## config.mk

```make
export PLATFORM = sky130hd
export DESIGN_NAME = rbd_ctrl
export DESIGN_NICKNAME = d
export VERILOG_FILES = /design/src/design/rbd_pkg.sv /design/src/design/rbd_ctrl.sv
export VERILOG_INCLUDE_DIRS = /design/src /design/src/design
export SDC_FILE = /design/constraint.sdc
export NUM_CORES = 1
export LEC_CHECK = 0
export ABC_AREA = 1
export BUFFER_PORTS_ARGS = -buffer_cell sky130_fd_sc_hd__clkbuf_2
export CAP_MARGIN = 20
export CORE_AREA = 10 10 47 49
export DETAILED_ROUTE_END_ITERATION = 8
export DIE_AREA = 0 0 57 59
export PLACE_DENSITY = 0.42
export SETUP_SLACK_MARGIN = 0.15
export SLEW_MARGIN = 10
export SYNTH_ARGS = -nofsm -noshare
export SYNTH_HDL_FRONTEND = slang
export SYNTH_SLANG_ARGS = --single-unit
```

## constraint.sdc

```tcl
create_clock -name clk -period 2.7 [get_ports clk]
set_clock_uncertainty 0.15 [all_clocks]
set_input_delay 0.27 -clock clk [delete_from_list [all_inputs] [get_ports clk]]
set_output_delay 0.27 -clock clk [all_outputs]
set_load 0.02 [all_outputs]
```

## src/design/assert_macros.svh

```systemverilog
// Assertion macros shared by the burst detector modules.
// Each macro expects a clock named clk and a reset named rst in scope.
`ifndef ASSERT_MACROS_SVH
`define ASSERT_MACROS_SVH

// Condition that must hold at every clock edge outside reset.
`define RBD_ASSERT(lbl, cond, msg) \
  lbl: assert property (@(posedge clk) disable iff (rst) (cond)) else $error(msg);

// Condition in one cycle that implies another in the next cycle.
`define RBD_IMPLY_NEXT(lbl, ante, cons, msg) \
  lbl: assert property (@(posedge clk) disable iff (rst) (ante) |=> (cons)) else $error(msg);

`endif

```

## src/design/rbd_pkg.sv

```systemverilog
// Shared constants and types for the restart burst detector.
// No dependencies; used by the controller, the datapath and the top level.
`default_nettype none

package rbd_pkg;

  // Default sizes of the design.
  localparam int DEF_SLOTS     = 256;
  localparam int DEF_HISTORY   = 8;
  localparam int DEF_TIME_BITS = 32;

  // Fixed field widths.
  localparam int SLOT_IN_W = 8;
  localparam int KIND_W    = 2;
  localparam int CFG_W     = 32;
  localparam int THR_W     = 4;
  localparam int RCNT_W    = 4;
  localparam int TOTAL_W   = 32;

  // Action codes.
  localparam logic [KIND_W-1:0] KIND_RESTART = 2'd0;
  localparam logic [KIND_W-1:0] KIND_START   = 2'd1;
  localparam logic [KIND_W-1:0] KIND_DIE     = 2'd2;
  localparam logic [KIND_W-1:0] KIND_OTHER   = 2'd3;

  // Configuration register indexes.
  localparam logic REG_WINDOW    = 1'b0;
  localparam logic REG_THRESHOLD = 1'b1;

  // Reset values of the configuration registers.
  localparam logic [CFG_W-1:0] WINDOW_RESET    = 32'd300000;
  localparam logic [THR_W-1:0] THRESHOLD_RESET = 4'd3;

  // Commands from the controller to the datapath.
  typedef struct packed {
    logic capture;  // request accepted: latch its fields
    logic compare;  // history row is read: update and compare
    logic commit;   // count, write back and load the result
  } rbd_cmd_t;

endpackage

`default_nettype wire

```

## src/design/rbd_ctrl.sv

```systemverilog
// Controller of the restart burst detector: sequences one request at a time.
// Depends on rbd_pkg and assert_macros.svh.
`default_nettype none

module rbd_ctrl (
  input  wire logic            clk,
  input  wire logic            rst,
  input  wire logic            in_valid,
  output logic                 in_ready,
  output logic                 out_valid,
  input  wire logic            out_ready,
  output rbd_pkg::rbd_cmd_t    cmd
);
  import rbd_pkg::*;

  `include "assert_macros.svh"

  typedef enum logic [1:0] {
    ST_IDLE,
    ST_READ,
    ST_CMP,
    ST_COMMIT
  } state_t;

  state_t state;
  logic   out_free;

  // The result register may be reloaded when empty or being emptied.
  assign out_free    = !out_valid || out_ready;
  assign in_ready    = (state == ST_IDLE);
  assign cmd.capture = in_valid && in_ready;
  assign cmd.compare = (state == ST_CMP);
  assign cmd.commit  = (state == ST_COMMIT) && out_free;

  // State and result valid.
  always_ff @(posedge clk) begin
    if (rst) begin
      state     <= ST_IDLE;
      out_valid <= 1'b0;
    end else begin
      if (out_ready) begin
        out_valid <= 1'b0;
      end
      unique case (state)
        ST_IDLE: begin
          if (cmd.capture) begin
            state <= ST_READ;
          end
        end
        ST_READ: begin
          state <= ST_CMP;
        end
        ST_CMP: begin
          state <= ST_COMMIT;
        end
        ST_COMMIT: begin
          if (out_free) begin
            out_valid <= 1'b1;
            state     <= ST_IDLE;
          end
        end
        default: begin
          state <= ST_IDLE;
        end
      endcase
    end
  end

  `RBD_IMPLY_NEXT(a_accept_reads, cmd.capture, state == ST_READ && !in_ready, "accept did not start a read")
  `RBD_ASSERT(a_commit_free, !(cmd.commit && out_valid && !out_ready), "commit over a held result")
  `RBD_IMPLY_NEXT(a_commit_shows, cmd.commit, out_valid && in_ready, "commit did not present a result")

endmodule

`default_nettype wire

```

# After elaboration in Yosys (flattened, before gate mapping)
# Index checks and enable logic that the tools add are counted.
[word_totals] regBits=3 input_bits=4 out_inout_bits=5 elab_cells=19
[op_classes] n_eq_ne=5 muxes=6 reduce_logical=6
[ops] operator="$pmux W2 S4" n=1
[ops] operator="$eq A2 B2 Y1 const B" n=2
[ops] operator="$mux W2" n=2
[ops] operator="$mux W1" n=3
[ops] operator="$eq A2 B1 Y1 const B" n=1
[ops] operator="$logic_and A1 B1 Y1" n=2
[ops] operator="$logic_not A2 Y1" n=1
[ops] operator="$ne A2 B1 Y1 const B" n=1
[ops] operator="$ne A2 B2 Y1 const B" n=1
[ops] operator="$reduce_and A2 Y1" n=1
[ops] operator="$logic_not A1 Y1" n=1
[ops] operator="$logic_or A1 B1 Y1" n=1

# Longest topological paths before layout
[logic_depth] word_depth=4 depth_mapped=6 depth_no_buf=6

# Worst setup path before layout
# No wires, ideal clock.
[synth_path] path_kind="reg-to-output" start="reg state[1]" end="out cmd[0] (netlist bit)" arrival_ns=0.922 required_time_ns=2.280 setup_slack_ns=1.358 path_stages_with_launch=4 path_buffers=0 path_cell_list="dfxtp_1 -> ha_1 -> inv_1 -> a21oi_1"
[synth_lines] element="start: declaration" line="rbd_ctrl.sv:25" source="state_t state;"
[synth_lines] element="start signal: assignment" line="rbd_ctrl.sv:38" source="state <= ST_IDLE;"
[synth_lines] element="start signal: assignment" line="rbd_ctrl.sv:47" source="state <= ST_READ;"
[synth_lines] element="start signal: assignment" line="rbd_ctrl.sv:51" source="state <= ST_CMP;"
[synth_lines] element="end: declaration" line="rbd_ctrl.sv:12" source="output rbd_pkg::rbd_cmd_t cmd"

==> summary.txt <==
Run status
  – Status: finished, final reports clean

Clocking
  – TritonCTS clock tree: built
  – Max Buffers Root-to-Sink: 2
  – Clock slew at reported path FFs: 0.04 ns
  – Clock Tree Root: clkbuf_4
  – Post-CTS resize count: 0
  – Clock sink total: 3
  – CTS HTree Levels: 1
  – Number of post-CTS setup repair buffers: 0
  – Cts bufs inserted: 3
  – CTS Hold Buffers Added: 0
  – Clock latency at the later pin of the worst-skew pair: 0.23 ns

Pwr
  – Clock power frac: 0.256
  – Sequential Power Share: 0.244
  – PD cells: 1070 nW/um^2
  – Maximum vdd drop: 0.000209 V
  – Comb power frac: 0.500
  – Switching power: 131 uW
  – Leakage power: 0.000162 uW
  – Cell internal pwr: 172 uW
  – Sw Ratio: 0.432

Floorplanning
  – Die Width: 57 um
  – Die Y: 59 um
  – Std cell rows: 14
  – Core box area: 1400 um^2
  – Die ar.: 3360 um^2
  – Initial core utilization: 0.140
  – Num ports: 9

STA
  – Final min period: 1.56 ns
  – RSZ-0062 raised after global routing: no
  – Hold WS: 0.0572 ns
  – Setup_tns: 0 ns
  – Crit share post-route: 0.577
  – Slew headroom: 0.906
  – Final Max Slew Viols: 0
  – Fin. Hold Viols: 0
  – Final setup violation count: 0
  – F_max: 0.642 GHz
  – Tightest Pin Transition: 0.141 ns

GRT
  – Largest net degree at the start of global routing: 5
  – First-pass GRT wire length: 752 um
  – Vias in the first global route: 189
  – Gr usage total: 0.0320
  – Initial antenna violation count: 0
  – Total gr overflow: 0

Setup path
  – WS Path Type: reg -> out
  – Worst setup SP type: flip-flop
  – WP data required: 2.28 ns
  – Worst setup EP type: output pin
  – WP data arrival: 1.14 ns
  – Max FO, Critical Path: 4

Routing
  – Via-to-Cell Ratio: 3.25
  – Via count: 185
  – Post-route DRC: 0
  – Final WL: 431 um
  – Avg WL per Cell: 7.56 um
  – Initial drt markers: 4
  – DR pass1 iterations: 3
  – Post-DRT Antenna Nets: 0

Place
  – Final GP Congestion: 0.590
  – PortBufs: 8

Hold path
  – Worst hold path type: in -> reg

Synth
  – Cells after Synth: 29
  – Part of the Yosys area used for sequential elements: 0.306
  – Leading area contributor after synthesis: dfxtp_1
  – Avg Cell Area, Syn: 6.77 um^2
  – Synth top area cells: dfxtp_1 31%, ha_1 19%, inv_1 15%
  – Synth unique cells: 8
  – Synth top area share: 0.306
  – Cell area after synthesis: 196 um^2
  – Yosys warns: 0
  – Syn_nets: 36
  – Number of synthesized register bits: 3

Run
  – MaxCap Viol Count: 0

Finish
  – Most frequent cells in the layout: 8 x inv_1, 8 x clkbuf_2, 6 x nand2_1
  – N_diodes: 0
  – FILL cells: 174
  – Area delta synth->final: 43.9%
  – Layout Utilization: 0.202
  – Nets: 49
  – Layout cell share with drive strength beyond 1: 0.293
[per-stage QoR]
stage | instances | total power, uW | area, um^2 | setup slack [ns]
final | 57 | 303 | 283 | 1.14
after global routing | 57 | 343 | 283 | 1.04
after CTS | 57 | 312 | 283 | 1.11
after detailed placement | 53 | 230 | 256 | 1.37
after global placement | 53 | 229 | 256 | 1.37
after floorplan | 29 | 190 | 196 | 1.36
[logic make-up after synthesis]
| logic type | count (synthesis) | synth area share |
|---|---|---|
| adder cells (fa/ha/maj) | 3 | 0.191 |
| AO/OA/AOI/OAI | 4 | 0.102 |
| AND/OR/NAND/NOR | 11 | 0.248 |
| flip-flops | 3 | 0.306 |
| buffers and inverters | 8 | 0.153 |
[final cells by class]
type                            count  area, um^2  share of cell area
Clock buffer                        4        26.3              0.0929
Timing Repair Buffer                8        40.0               0.142
Sequential cell                     3        60.1               0.212
Tap cell                           16        20.0              0.0708
Multi-Input combinational cell     18         106               0.376
Inverter                            8        30.0               0.106
[synth_stat cells]
cell type / instances
nor2_1: 3
nand3_1: 1
nand3_2: 1
nand2_1: 6
ha_1: 3
inv_1: 8
a21oi_1: 4
dfxtp_1: 3
[routing by layer]
metal	global-route usage	part of all wire
met5	0	0
met4	0.0503	0
met3	0.0236	0.11
met2	0.0434	0.49
met1	0.0237	0.39
[worst paths after layout]
check	end	depth (start not counted)	start	slack, ns
worst max-delay path	cmd[0]	4	state[1]	1.14
worst min-delay path	out_valid	2	rst	0.06
worst max register to register	state[1]	6	state[0]	1.50
worst min register to register	out_valid	2	out_valid	0.35
[critical path: stages (launching register included)]
cell	delay [ns]
dfxtp_1	0.36
ha_1	0.20
inv_1	0.06
a21oi_1	0.11
clkbuf_2	0.18
[power groups by stage]
stage	Sequential (uW)	Combinational, uW	Clock [uW]
finish	73.8	151	77.6
global route	77.4	179	87.2
CTS	74.6	155	82.7
detailed placement	75.4	154	0
global placement	75.5	154	0
floorplan	75.1	114	0
[sequential cells by signal, summed over array words and instances, names as in the netlist]
register and flops:
state 2, out_valid 1
Power figures use the tool's default switching activity.
